<file path="config.mk">
export PLATFORM = sky130hd
export DESIGN_NAME = decimal_text_to_fixed_point_flat
export DESIGN_NICKNAME = d
export VERILOG_FILES = /design/src/hdl/dtfx_pkg.sv /design/src/hdl/dtfx_in_if.sv /design/src/hdl/dtfx_out_if.sv /design/src/hdl/decimal_text_to_fixed_point.sv /design/src/hdl/dtfx_front.sv /design/src/hdl/dtfx_queue.sv /design/src/hdl/dtfx_back.sv /design/src/flat_wrapper.sv
export SDC_FILE = /design/constraint.sdc
export NUM_CORES = 1
export LEC_CHECK = 0
export CORE_MARGIN = 2
export CORE_UTILIZATION = 59
export CTS_CLUSTER_DIAMETER = 80
export CTS_CLUSTER_SIZE = 14
export DETAILED_ROUTE_END_ITERATION = 8
export DONT_BUFFER_PORTS = 1
export PLACE_DENSITY = 0.78
export SETUP_SLACK_MARGIN = 0.2
export SYNTH_ARGS = -nofsm -noshare
export SYNTH_HDL_FRONTEND = slang
export SYNTH_HIERARCHICAL = 1
export SYNTH_SLANG_ARGS = --single-unit
</file>
<file path="constraint.sdc">
create_clock -name clk -period 11.51 [get_ports clk]
set_clock_uncertainty 0.1 [all_clocks]
set_input_delay 1.151 -clock clk [delete_from_list [all_inputs] [get_ports clk]]
set_output_delay 1.151 -clock clk [all_outputs]
set_load 0.05 [all_outputs]
</file>
<file path="src/hdl/dtfx_pkg.sv">
package dtfx_pkg;

	// Number format
	localparam int FRAC_BITS       = 32;
	localparam int MAX_FRAC_DIGITS = 9;
	localparam int INT_W           = 64 - FRAC_BITS;
	localparam int FCNT_W          = 4;

	localparam logic [63:0]      MAG_MAX   = 64'h7FFF_FFFF_FFFF_FFFF;
	localparam logic [INT_W+3:0] INT_LIMIT = (INT_W + 4)'(MAG_MAX >> FRAC_BITS);

	// Weight of the k-th fraction digit: round(2^FRAC_BITS / 10^k)
	localparam logic [FRAC_BITS-1:0] FRAC_WEIGHT [0:9] = '{
		FRAC_BITS'(0),
		FRAC_BITS'(((65'd1 << (FRAC_BITS + 1)) / 65'd10 + 65'd1) >> 1),
		FRAC_BITS'(((65'd1 << (FRAC_BITS + 1)) / 65'd100 + 65'd1) >> 1),
		FRAC_BITS'(((65'd1 << (FRAC_BITS + 1)) / 65'd1000 + 65'd1) >> 1),
		FRAC_BITS'(((65'd1 << (FRAC_BITS + 1)) / 65'd10000 + 65'd1) >> 1),
		FRAC_BITS'(((65'd1 << (FRAC_BITS + 1)) / 65'd100000 + 65'd1) >> 1),
		FRAC_BITS'(((65'd1 << (FRAC_BITS + 1)) / 65'd1000000 + 65'd1) >> 1),
		FRAC_BITS'(((65'd1 << (FRAC_BITS + 1)) / 65'd10000000 + 65'd1) >> 1),
		FRAC_BITS'(((65'd1 << (FRAC_BITS + 1)) / 65'd100000000 + 65'd1) >> 1),
		FRAC_BITS'(((65'd1 << (FRAC_BITS + 1)) / 65'd1000000000 + 65'd1) >> 1)
	};

	// Character codes
	localparam logic [7:0] CH_TAB   = 8'd9;
	localparam logic [7:0] CH_CR    = 8'd13;
	localparam logic [7:0] CH_SPACE = 8'd32;
	localparam logic [7:0] CH_ZERO  = 8'h30;
	localparam logic [7:0] CH_NINE  = 8'h39;
	localparam logic [7:0] CH_POINT = 8'h2E;
	localparam logic [7:0] CH_MINUS = 8'h2D;
	localparam logic [7:0] CH_PLUS  = 8'h2B;

	// Token queue
	localparam int QDEPTH = 4;
	localparam int QPTR_W = $clog2(QDEPTH);
	localparam int QCNT_W = $clog2(QDEPTH + 1);

	typedef enum logic [2:0] {
		TK_SPACE,
		TK_PLUS,
		TK_MINUS,
		TK_DIGIT,
		TK_POINT,
		TK_OTHER
	} tok_class_t;

	typedef struct packed {
		tok_class_t cls;
		logic [3:0] digit;
		logic       eot;
	} token_t;

	typedef struct packed {
		logic              full;
		logic              empty;
		logic [QCNT_W-1:0] count;
	} q_stat_t;

endpackage

</file>
<file path="src/hdl/dtfx_in_if.sv">
interface dtfx_in_if;
	logic       valid;
	logic       ready;
	logic [7:0] char_code;
	logic       end_of_text;

	modport source (output valid, output char_code, output end_of_text, input ready);
	modport sink (input valid, input char_code, input end_of_text, output ready);
endinterface

</file>
<file path="src/hdl/dtfx_out_if.sv">
interface dtfx_out_if;
	logic               valid;
	logic               ready;
	logic signed [63:0] value;
	logic               saturated;

	modport source (output valid, output value, output saturated, input ready);
	modport sink (input valid, input value, input saturated, output ready);
endinterface

</file>
<file path="src/hdl/decimal_text_to_fixed_point.sv">
// Decimal text to signed fixed point converter.
// text_in takes one character word per cycle (char_code, end_of_text) under
// valid/ready. Leading whitespace, an optional sign, integer digits and an
// optional point with fraction digits form the number; the first character
// that does not fit, or end_of_text, produces one word on num_out: value in
// 64-bit two's complement with FRAC_BITS fraction bits, and saturated when
// the integer part was clamped. Characters after a result are dropped until
// end_of_text, which rearms the parser.
// Throughput: one character per cycle while the queue has room. A classifier
// writes tokens into a four-entry queue; the parser pops one token per cycle
// unless the queue is empty or stage 1 cannot take a result, and feeds a
// two-stage output register (magnitude, then sign); stage 2 drives num_out.
// Reset clears the parser, the queue and the output valid flags; num_out.valid
// is low after reset. When the receiver holds ready low, the output word
// holds, the parser runs on until a result finds both output stages full,
// and text_in.ready falls once the queue is full.
module decimal_text_to_fixed_point (
	input logic        clk,
	input logic        arst_n,
	dtfx_in_if.sink    text_in,
	dtfx_out_if.source num_out
);
	import dtfx_pkg::*;

	q_stat_t q_stat;
	token_t  tok_front;
	token_t  tok_head;
	logic    push;
	logic    pop;

	dtfx_front u_front (
		.text_in (text_in),
		.q_stat  (q_stat),
		.push    (push),
		.tok     (tok_front)
	);

	dtfx_queue u_queue (
		.clk     (clk),
		.arst_n  (arst_n),
		.push    (push),
		.tok_in  (tok_front),
		.pop     (pop),
		.tok_out (tok_head),
		.q_stat  (q_stat)
	);

	dtfx_back u_back (
		.clk     (clk),
		.arst_n  (arst_n),
		.tok     (tok_head),
		.q_stat  (q_stat),
		.pop     (pop),
		.num_out (num_out)
	);

	// A clamped result is always the largest magnitude
	assert property (@(posedge clk) disable iff (!arst_n)
		num_out.valid && num_out.saturated |->
			(num_out.value == 64'sh7FFF_FFFF_FFFF_FFFF) ||
			(num_out.value == -64'sh7FFF_FFFF_FFFF_FFFF))
	else $error("saturated result without clamped value");

	// The parser never pops an empty queue
	assert property (@(posedge clk) disable iff (!arst_n)
		pop |-> !q_stat.empty)
	else $error("token queue underflow");

	// The fill count stays within the queue depth
	assert property (@(posedge clk) disable iff (!arst_n)
		q_stat.count <= QCNT_W'(QDEPTH))
	else $error("token queue overflow");

endmodule

</file>
<file path="src/hdl/dtfx_front.sv">
module dtfx_front (
	dtfx_in_if.sink           text_in,
	input  dtfx_pkg::q_stat_t q_stat,
	output logic              push,
	output dtfx_pkg::token_t  tok
);
	import dtfx_pkg::*;

	// Take a word whenever the queue has room
	assign text_in.ready = !q_stat.full;
	assign push          = text_in.valid && !q_stat.full;

	// Classify the character
	always_comb begin
		tok.eot   = text_in.end_of_text;
		tok.digit = 4'(text_in.char_code - CH_ZERO);
		if (text_in.char_code inside {[CH_TAB:CH_CR], CH_SPACE}) begin
			tok.cls = TK_SPACE;
		end else if (text_in.char_code inside {[CH_ZERO:CH_NINE]}) begin
			tok.cls = TK_DIGIT;
		end else if (text_in.char_code == CH_PLUS) begin
			tok.cls = TK_PLUS;
		end else if (text_in.char_code == CH_MINUS) begin
			tok.cls = TK_MINUS;
		end else if (text_in.char_code == CH_POINT) begin
			tok.cls = TK_POINT;
		end else begin
			tok.cls = TK_OTHER;
		end
	end

endmodule

</file>
<file path="src/hdl/dtfx_queue.sv">
module dtfx_queue (
	input  logic              clk,
	input  logic              arst_n,
	input  logic              push,
	input  dtfx_pkg::token_t  tok_in,
	input  logic              pop,
	output dtfx_pkg::token_t  tok_out,
	output dtfx_pkg::q_stat_t q_stat
);
	import dtfx_pkg::*;

	token_t             slot_q [QDEPTH];
	logic  [QPTR_W-1:0] wr_ptr_q;
	logic  [QPTR_W-1:0] rd_ptr_q;
	logic  [QCNT_W-1:0] count_q;

	// Store tokens
	always_ff @(posedge clk) begin
		if (push) begin
			slot_q[wr_ptr_q] <= tok_in;
		end
	end

	// Advance pointers and fill count
	always_ff @(posedge clk or negedge arst_n) begin
		if (!arst_n) begin
			wr_ptr_q <= '0;
			rd_ptr_q <= '0;
			count_q  <= '0;
		end else begin
			if (push) begin
				wr_ptr_q <= wr_ptr_q + QPTR_W'(1);
			end
			if (pop) begin
				rd_ptr_q <= rd_ptr_q + QPTR_W'(1);
			end
			case ({push, pop})
				2'b10:   count_q <= count_q + QCNT_W'(1);
				2'b01:   count_q <= count_q - QCNT_W'(1);
				default: count_q <= count_q;
			endcase
		end
	end

	assign tok_out      = slot_q[rd_ptr_q];
	assign q_stat.full  = (count_q == QCNT_W'(QDEPTH));
	assign q_stat.empty = (count_q == '0);
	assign q_stat.count = count_q;

endmodule

</file>
<file path="src/hdl/dtfx_back.sv">
module dtfx_back (
	input  logic              clk,
	input  logic              arst_n,
	input  dtfx_pkg::token_t  tok,
	input  dtfx_pkg::q_stat_t q_stat,
	output logic              pop,
	dtfx_out_if.source        num_out
);
	import dtfx_pkg::*;

	typedef enum logic [3:0] {
		PH_LEAD = 4'b0001,
		PH_INT  = 4'b0010,
		PH_FRAC = 4'b0100,
		PH_DONE = 4'b1000
	} phase_t;

	phase_t              phase_q, phase_n;
	logic                neg_q, neg_n;
	logic [63:0]         acc_q, acc_n;
	logic [FCNT_W-1:0]   cnt_q, cnt_n;
	logic                clamp_q, clamp_n;
	logic                ended;
	logic                emit;

	logic [INT_W-1:0]    ip;
	logic [INT_W+3:0]    cand;
	logic [63:0]         int_acc;
	logic                int_clamp;

	logic [FCNT_W-1:0]   cnt_inc;
	logic [FRAC_BITS+3:0] prod;
	logic [64:0]         sum;
	logic [63:0]         frac_acc;
	logic [FCNT_W-1:0]   frac_cnt;

	logic                v_s1;
	logic [63:0]         mag_s1;
	logic                neg_s1;
	logic                sat_s1;
	logic                move_s1;
	logic                free_s1;

	logic                v_s2;
	logic [63:0]         value_s2;
	logic                sat_s2;

	// Integer digit: ip * 10 + d, clamp past the limit
	always_comb begin
		ip   = acc_q[63:FRAC_BITS];
		cand = ({4'b0, ip} << 3) + ({4'b0, ip} << 1) + (INT_W + 4)'(tok.digit);
		if (clamp_q) begin
			int_acc   = acc_q;
			int_clamp = 1'b1;
		end else if (cand > INT_LIMIT) begin
			int_acc   = MAG_MAX;
			int_clamp = 1'b1;
		end else begin
			int_acc   = {cand[INT_W-1:0], {FRAC_BITS{1'b0}}};
			int_clamp = 1'b0;
		end
	end

	// Fraction digit: add d times the weight of its place
	always_comb begin
		cnt_inc  = cnt_q + FCNT_W'(1);
		prod     = (FRAC_BITS + 4)'(tok.digit) * (FRAC_BITS + 4)'(FRAC_WEIGHT[cnt_inc]);
		sum      = {1'b0, acc_q} + 65'(prod);
		frac_acc = acc_q;
		frac_cnt = cnt_q;
		if (cnt_q < FCNT_W'(MAX_FRAC_DIGITS)) begin
			frac_cnt = cnt_inc;
			if (!clamp_q) begin
				frac_acc = (sum > 65'(MAG_MAX)) ? MAG_MAX : sum[63:0];
			end
		end
	end

	// Parse step for the token at the head of the queue
	always_comb begin
		phase_n = phase_q;
		neg_n   = neg_q;
		acc_n   = acc_q;
		cnt_n   = cnt_q;
		clamp_n = clamp_q;
		ended   = 1'b0;
		case (phase_q)
			PH_LEAD: begin
				case (tok.cls)
					TK_SPACE: ;
					TK_PLUS: begin
						phase_n = PH_INT;
					end
					TK_MINUS: begin
						phase_n = PH_INT;
						neg_n   = 1'b1;
					end
					TK_DIGIT: begin
						phase_n = PH_INT;
						acc_n   = int_acc;
						clamp_n = int_clamp;
					end
					TK_POINT: begin
						phase_n = PH_FRAC;
					end
					default: ended = 1'b1;
				endcase
			end
			PH_INT: begin
				case (tok.cls)
					TK_DIGIT: begin
						acc_n   = int_acc;
						clamp_n = int_clamp;
					end
					TK_POINT: begin
						phase_n = PH_FRAC;
					end
					default: ended = 1'b1;
				endcase
			end
			PH_FRAC: begin
				if (tok.cls == TK_DIGIT) begin
					acc_n = frac_acc;
					cnt_n = frac_cnt;
				end else begin
					ended = 1'b1;
				end
			end
			default: ;
		endcase
	end

	assign emit = (phase_q != PH_DONE) && (ended || tok.eot);

	// Output pipeline flow: s1 holds the magnitude, s2 the signed word
	assign move_s1 = v_s1 && (!v_s2 || num_out.ready);
	assign free_s1 = !v_s1 || move_s1;
	assign pop     = !q_stat.empty && (!emit || free_s1);

	// Parser state: rearm at end of text, hold in done after a result
	always_ff @(posedge clk or negedge arst_n) begin
		if (!arst_n) begin
			phase_q <= PH_LEAD;
			neg_q   <= 1'b0;
			acc_q   <= '0;
			cnt_q   <= '0;
			clamp_q <= 1'b0;
		end else if (pop) begin
			if (tok.eot) begin
				phase_q <= PH_LEAD;
				neg_q   <= 1'b0;
				acc_q   <= '0;
				cnt_q   <= '0;
				clamp_q <= 1'b0;
			end else if (emit) begin
				phase_q <= PH_DONE;
			end else begin
				phase_q <= phase_n;
				neg_q   <= neg_n;
				acc_q   <= acc_n;
				cnt_q   <= cnt_n;
				clamp_q <= clamp_n;
			end
		end
	end

	// Stage 1 valid
	always_ff @(posedge clk or negedge arst_n) begin
		if (!arst_n) begin
			v_s1 <= 1'b0;
		end else if (pop && emit) begin
			v_s1 <= 1'b1;
		end else if (move_s1) begin
			v_s1 <= 1'b0;
		end
	end

	// Stage 1 payload
	always_ff @(posedge clk) begin
		if (pop && emit) begin
			mag_s1 <= acc_n;
			neg_s1 <= neg_n;
			sat_s1 <= clamp_n;
		end
	end

	// Stage 2 valid: hold while the receiver stalls
	always_ff @(posedge clk or negedge arst_n) begin
		if (!arst_n) begin
			v_s2 <= 1'b0;
		end else if (move_s1) begin
			v_s2 <= 1'b1;
		end else if (num_out.ready) begin
			v_s2 <= 1'b0;
		end
	end

	// Stage 2 payload: apply the sign
	always_ff @(posedge clk) begin
		if (move_s1) begin
			value_s2 <= neg_s1 ? (64'd0 - mag_s1) : mag_s1;
			sat_s2   <= sat_s1;
		end
	end

	assign num_out.valid     = v_s2;
	assign num_out.value     = value_s2;
	assign num_out.saturated = sat_s2;

endmodule
</file>
<file path="src/flat_wrapper.sv">
// flat-port wrapper written by rule: the top's interface ports become plain ports
module decimal_text_to_fixed_point_flat import dtfx_pkg::*;
  (clk, arst_n, text_in_valid, text_in_char_code, text_in_end_of_text, text_in_ready, num_out_valid, num_out_value, num_out_saturated, num_out_ready);
  dtfx_in_if text_in_i ();
  dtfx_out_if num_out_i ();
  input logic clk;
  input logic arst_n;
  input wire logic [$bits(text_in_i.valid)-1:0] text_in_valid;
  input wire logic [$bits(text_in_i.char_code)-1:0] text_in_char_code;
  input wire logic [$bits(text_in_i.end_of_text)-1:0] text_in_end_of_text;
  output wire logic [$bits(text_in_i.ready)-1:0] text_in_ready;
  output wire logic [$bits(num_out_i.valid)-1:0] num_out_valid;
  output wire logic [$bits(num_out_i.value)-1:0] num_out_value;
  output wire logic [$bits(num_out_i.saturated)-1:0] num_out_saturated;
  input wire logic [$bits(num_out_i.ready)-1:0] num_out_ready;
  assign text_in_i.valid = text_in_valid;
  assign text_in_i.char_code = text_in_char_code;
  assign text_in_i.end_of_text = text_in_end_of_text;
  assign text_in_ready = text_in_i.ready;
  assign num_out_valid = num_out_i.valid;
  assign num_out_value = num_out_i.value;
  assign num_out_saturated = num_out_i.saturated;
  assign num_out_i.ready = num_out_ready;
  decimal_text_to_fixed_point u_core (.clk(clk), .arst_n(arst_n), .text_in(text_in_i), .num_out(num_out_i));
endmodule
</file>
==> metrics.csv, run 1 <==
metric;value;unit
grt_pass1_wl;95.7;mm
syn_inst;2258;
grt_max_degree;84;
synthToLayoutAreaGrowth;5.05;%
tns;0;ps
tritoncts;done;
vias;17500;
track_usage;34.0;%
fillCellCount;2845;
dp_slack;3730;ps
vias_per_cell;6.59;
dpl.hpwl;46.1;mm
antenna_found_initial;3;
synth_warnings;6;
hold_viol;0;
routed_wl;61.4;mm
ys_types;83;
first_global_vias;16900;
post_cts_resized;0;
die_area;36000;um^2
drc;0;
status;finished, final reports clean;
drt_iter0_drc;1925;
yosys.area.top_type;edfxtp_1;
clock_sinks;246;
ant_nets;0;
start_kind;flip-flop;
synth_seq_cells;246;
cp_slowest_cell;xnor2_1;
clk_path_buf_depth;3;
synth_seq_area_share;34.3;%
first_pass_iters;8;
critical_path_arrival;8260;ps
synth_area;20300;um^2
portBuffers;0;
finalSetupViolCount;0;
cp_top_family;simple AND/OR/NAND/NOR gates;
cap_violations;0;
max_freq;0.126;GHz
critPathRequiredTime;11820;ps
endpoint_kind;flip-flop;
cts_root_buf;clkbuf_16;
antenna_cells;0;
numCtsBuffers;23;
clock_latency;550;ps
layout_min_cycle_time;7950;ps
synth_top_area_share;24.1;%
syn_nets;2478;
core_area;33700;um^2
worst-path-buf-inv;4;
final_nets;2416;
tightest_slew;1150;ps
hp-class;input pin to asynchronous set/reset pin;
async_flop_share;33.7;%
yosys-top-cells-area;edfxtp_1 24%, dfrtp_1 10%, ha_1 7.9%;
grt-ovfl-total;0;
h-tree-depth;1;
grt_setup_unrepaired;no;
start_util;60.3;%
die_h;190;um
slew_headroom;23.1;%
die_w;190;um
hold_buffers;0;
cpPeakStageDelay;820;ps
synth_edf_count;163;
drv_slew;0;
clk_pin_slew;70;ps
crit_chain;nand3_1 -> xnor2_1 -> nand2_1 -> nor2_1 -> nor2_1 -> fa_1 -> inv_1 -> fa_1 -> inv_1 -> fa_1 -> inv_1 -> ha_1 -> nand4_1 -> nor3_1 -> o211ai_1 -> a21o_1 -> nor3b_2 -> o32ai_1 -> or2_1 -> buf_4 -> a21o_1 -> a21oi_1 -> a41oi_1 -> a221o_1;
wire_per_inst;23.1;um
period_share;69.1;%
path_max_fanout;28;
layout-drive-gt1-share;5.29;%
path_class;flip-flop to flip-flop;
syn_avg_cell_area;9.00;um^2
post_cts_buffers;0;
ys.flop_type;edfxtp_1;
rows;67;
gp_congestion;1.01;
io_pins;80;
layout_setup_ws;3560;ps
==> sequential cells by signal (all words and copies together), names as in the netlist <==
name and cells:
u_core/u_queue/slot_q 32, u_core/u_back/cnt_q 4, u_core/u_queue/rd_ptr_q 2, u_core/u_back/phase_q 4, u_core/u_back/num_out.value 64, u_core/u_back/clamp_q 1
u_core/u_back/neg_s1 1, u_core/u_queue/count_q 3, u_core/u_back/num_out.saturated 1, u_core/u_back/acc_q 64, u_core/u_back/neg_q 1, u_core/u_back/num_out.valid 1
u_core/u_back/v_s1 1, u_core/u_back/sat_s1 1, u_core/u_back/mag_s1 64, u_core/u_queue/wr_ptr_q 2
==> cell families after synthesis <==
family                   Yosys count  synth area share, %
buffers and inverters            320                 6.13
adder cells (fa/ha/maj)          207                 15.7
flip-flops                       246                 34.3
AO/OA/AOI/OAI                    652                 20.4
XOR/XNOR                         130                 5.60
multiplexers                      16                 1.30
AND/OR/NAND/NOR                  687                 16.7
==> placed cells by master, fill, tap and decap left out, types with 31 or more instances in the layout <==
master | synthesis | routed
a21o_1 | 45 | 45
a21oi_1 | 152 | 152
a31oi_1 | 32 | 32
and2_1 | 32 | 31
dfrtp_1 | 82 | 82
edfxtp_1 | 163 | 163
fa_1 | 79 | 79
ha_1 | 128 | 128
inv_1 | 207 | 206
nand2_1 | 208 | 208
nand3_1 | 35 | 35
nor2_1 | 176 | 174
nor3_1 | 44 | 40
o21ai_0 | 180 | 180
o31ai_1 | 37 | 36
xnor2_1 | 91 | 91
xor2_1 | 39 | 39
==> path summary, 6_finish.rpt <==
path	startpoint	to	slack, ps	depth (start not counted)
hold / removal	arst_n	u_core/u_back/acc_q[4]	200	0
min in group clk	u_core/u_back/phase_q[0]	u_core/u_back/phase_q[0]	400	2
setup reg to reg	u_core/u_back/cnt_q[0]	u_core/u_back/mag_s1[58]	3560	24
max in group asynchronous	arst_n	u_core/u_back/phase_q[0]	10840	0
hold reg to reg	u_core/u_back/phase_q[0]	u_core/u_back/phase_q[0]	400	2
setup / recovery	u_core/u_back/cnt_q[0]	u_core/u_back/mag_s1[58]	3560	24
==> cell type report <==
| cell class | instances | area, um^2 | area share, % |
|---|---|---|---|
| clock buffers | 35 | 621 | 2.91 |
| repair buffers | 26 | 195 | 0.914 |
| well taps | 448 | 561 | 2.62 |
| flip-flops and latches | 246 | 6970 | 32.6 |
| multi-input cells | 1692 | 12100 | 56.9 |
| clock inverters | 7 | 88.8 | 0.416 |
| inverters | 207 | 777 | 3.64 |
==> through the flow <==
stage	instance area [um^2]	util (%)	hold WS (ps)	cells
after global routing	21400	63.4	187	2661
after CTS	21400	63.4	191	2661
after floorplan	20300	-	300	2258
after detailed placement	20700	61.3	383	2619
after global placement	20700	61.3	339	2619
final	21400	63.4	203	2661
==> layer usage <==
| layer | vias to the layer above | GRT usage (%) | wire length, um |
|---|---|---|---|
| met5 | - | 0 | 23 |
| met2 | 1023 | 51.0 | 26300 |
| met4 | 4 | 9.90 | 1850 |
| li1 | 7952 | - | - |
| met1 | 8394 | 49.2 | 26400 |
| met3 | 157 | 8.12 | 6810 |
==> synth_stat cells, types with 22 or more instances <==
master and instances:
and2_1 32, nand2_1 208, o21a_1 25, o31ai_1 37, nand4_1 24, and3_1 25, a21o_1 45, xnor2_1 91
ha_1 128, nand2b_1 22, dfrtp_1 82, a31oi_1 32, a211oi_1 22, fa_1 79, nor2b_1 23, xor2_1 39
nor3_1 44, a22o_1 24, o21ai_0 180, clkbuf_1 99, a21oi_1 152, inv_1 207, nand3_1 35, nor2_1 176
edfxtp_1 163
==> worst register-to-register path: stages (launching register included) <==
cell      delay [ps]
dfrtp_1          540
nand3_1          140
xnor2_1          820
nand2_1          400
nor2_1           330
nor2_1           130
fa_1             540
inv_1             60
fa_1             500
inv_1             50
fa_1             500
inv_1             40
ha_1             430
nand4_1          200
nor3_1           270
o211ai_1         210
a21o_1           210
nor3b_2          190
o32ai_1          640
or2_1            500
buf_4            400
a21o_1           130
a21oi_1           60
a41oi_1          250
a221o_1          200
Power of run 1 is left out: the tool's default activity adds up to more than one toggle a clock period on the data nets, which glitch-free logic cannot reach.
==> inputs of run 2 (changes only) <==
clock period = 7.4 ns   (was 11.51 ns; I/O delays follow)
==> run 2 against run 1 <==
Against the previous run: register-to-register slack lost 3100 ps; routed wire length grew 1.3%; worst hold slack lost 170 ps; non-clock buffer count grew 35; final cell count grew 1.4%; flip-flop and latch count is the same; global-route usage grew 0.76 points; die area is the same; fmax grew 15%; critical path depth shrank 2; critical endpoint is now u_core/u_back/acc_q[6].
==> metrics.csv, run 2 (same netlist as run 1, synthesis figures left out) <==
metric;value;unit;change
numCtsBuffers;24;;was 23
routed_wl;62.2;mm;was 61.4 mm
final_nets;2452;;was 2,416
ant_nets;0;;unchanged
status;finished, final reports clean;;unchanged
cts_root_buf;clkbuf_16;;unchanged
gp_congestion;0.989;;was 1.01
path_max_fanout;21;;was 28
period_share;93.5;%;was 69.1%
cap_violations;0;;unchanged
antenna_found_initial;4;;was 3
timing.hold.ws;34.9;ps;was 203 ps
timing.rr.start;u_core/u_queue/rd_ptr_q[0];;was u_core/u_back/cnt_q[0]
hold_viol;0;;unchanged
dpl.hpwl;46.7;mm;was 46.1 mm
wire_per_inst;23.1;um;about the same
critical_path_arrival;7250;ps;was 8260 ps
critPathRequiredTime;7730;ps;was 11,820 ps
drv_slew;0;;unchanged
clock_sinks;246;;unchanged
regToRegSetupSlack;480;ps;was 3560 ps
dp_slack;22.4;ps;was 3730 ps
layout-drive-gt1-share;7.64;%;was 5.29%
grt_setup_unrepaired;no;;unchanged
path_class;flip-flop to flip-flop;;unchanged
hp-class;input pin to asynchronous set/reset pin;;unchanged
start_util;60.3;%;unchanged
clk_pin_slew;70;ps;about the same
tightest_slew;984;ps;was 1150 ps
vias;17600;;was 17,500
first_global_vias;17100;;was 16,900
layout_setup_ws;480;ps;was 3560 ps
tritoncts;done;;unchanged
finalSetupViolCount;0;;unchanged
grt_max_degree;84;;unchanged
track_usage;34.7;%;was 34.0%
endpoint_kind;flip-flop;;unchanged
tns;0;ps;unchanged
grt_pass1_wl;96.8;mm;was 95.7 mm
layout_min_cycle_time;6920;ps;was 7950 ps
slew_headroom;34.2;%;was 23.1%
final_common_cell;nand2_1;;unchanged
grt-ovfl-total;0;;unchanged
reg2reg_to;u_core/u_back/acc_q[6];;was u_core/u_back/mag_s1[58]
drt_iter0_drc;1706;;was 1,925
start_kind;flip-flop;;unchanged
die_w;190;um;unchanged
io_pins;80;;unchanged
h-tree-depth;1;;unchanged
die_h;190;um;unchanged
first_pass_iters;7;;was 8
finalNonFillerCells;2698;;was 2,661
mostFrequentLayoutCells;208 x nand2_1, 206 x inv_1, 178 x o21ai_0;;was 208 x nand2_1, 206 x inv_1, 180 x o21ai_0
max_freq;0.145;GHz;was 0.126 GHz
vias_per_cell;6.52;;was 6.59
rows;67;;unchanged
reg2reg_depth;22;;was 24
drc;0;;unchanged
synthToLayoutAreaGrowth;7.13;%;was 5.05%
clock_latency;550;ps;about the same
portBuffers;0;;unchanged
clk_path_buf_depth;3;;unchanged
antenna_cells;0;;unchanged
core_area;33700;um^2;unchanged
place_inst;2648;;was 2,619
die_area;36000;um^2;unchanged
run 2: cell count changes in the layout (fill, tap and decap cells not counted), sizes merged:
cell	delta
buf	+35
clkinv	+2
clkbuf	-1
clkinvlp	+1
run 2: stage by stage:
stage                     instance area, um^2  utilization, %
after floorplan                         20300               -
after global placement                  20900            61.9
after detailed placement                20900            61.9
after CTS                               21700            64.3
after global routing                    21800            64.6
final                                   21800            64.6
run 2: worst max-delay path: stages, from the launching register on:
cell     delay, ps
dfrtp_1        530
mux4_2         710
nand2_1        190
nor2_1         120
or2_2          340
fa_1           390
inv_1           80
fa_1           450
fa_1           520
inv_1           40
ha_1           400
nand4_1        230
nor3_2         300
nand4_1        230
a21o_1         220
nor3b_4        160
o21a_1         270
or2_4          320
buf_4          240
o21ai_0        200
a21oi_1         90
or3_1          420
a22o_1         210
run 2: worst max path at each step:
stage | end | depth (start not counted) | start | slack, ps
3_3_place_gp | u_core/u_back/acc_q[6] | 25 | u_core/u_back/cnt_q[1] | 270
3_5_place_dp | u_core/u_back/acc_q[6] | 25 | u_core/u_back/cnt_q[1] | 20
6_report | u_core/u_back/acc_q[6] | 22 | u_core/u_queue/rd_ptr_q[0] | 480
5_1_grt | u_core/u_back/acc_q[6] | 22 | u_core/u_queue/rd_ptr_q[0] | 190
4_1_cts | u_core/u_back/acc_q[6] | 24 | u_core/u_back/cnt_q[1] | 160
2_1_floorplan | u_core/u_back/mag_s1[59] | 28 | u_core/u_back/cnt_q[1] | 600
run 2: routing by layer:
metal	global-route usage [%]	routed length (um)
met2	52.1	26500
met1	50.2	26900
met3	6.94	6400
met5	0	27
met4	12.6	2400
run 2: area by class of cell:
class | count | area (um^2)
Inverter | 207 | 777
Clock buffer | 34 | 638
Timing Repair Buffer | 61 | 490
Clock inverter | 10 | 105
Multi-Input combinational cell | 1692 | 12200
Sequential cell | 246 | 6970
Tap cell | 448 | 561
Fill cell | 2804 | 11900
run 2: what timing repair did:
| action | CTS | global route |
|---|---|---|
| endpoints found under the setup margin | 45 | 123 |
| hold buffers | 1 | 0 |
| hold endpoints to repair | 83 | 0 |
| buffers inserted | 0 | 5 |
| gates resized for setup | 3 | 24 |
| pin swaps | 0 | 3 |
Power of run 2 is left out for the same reason.
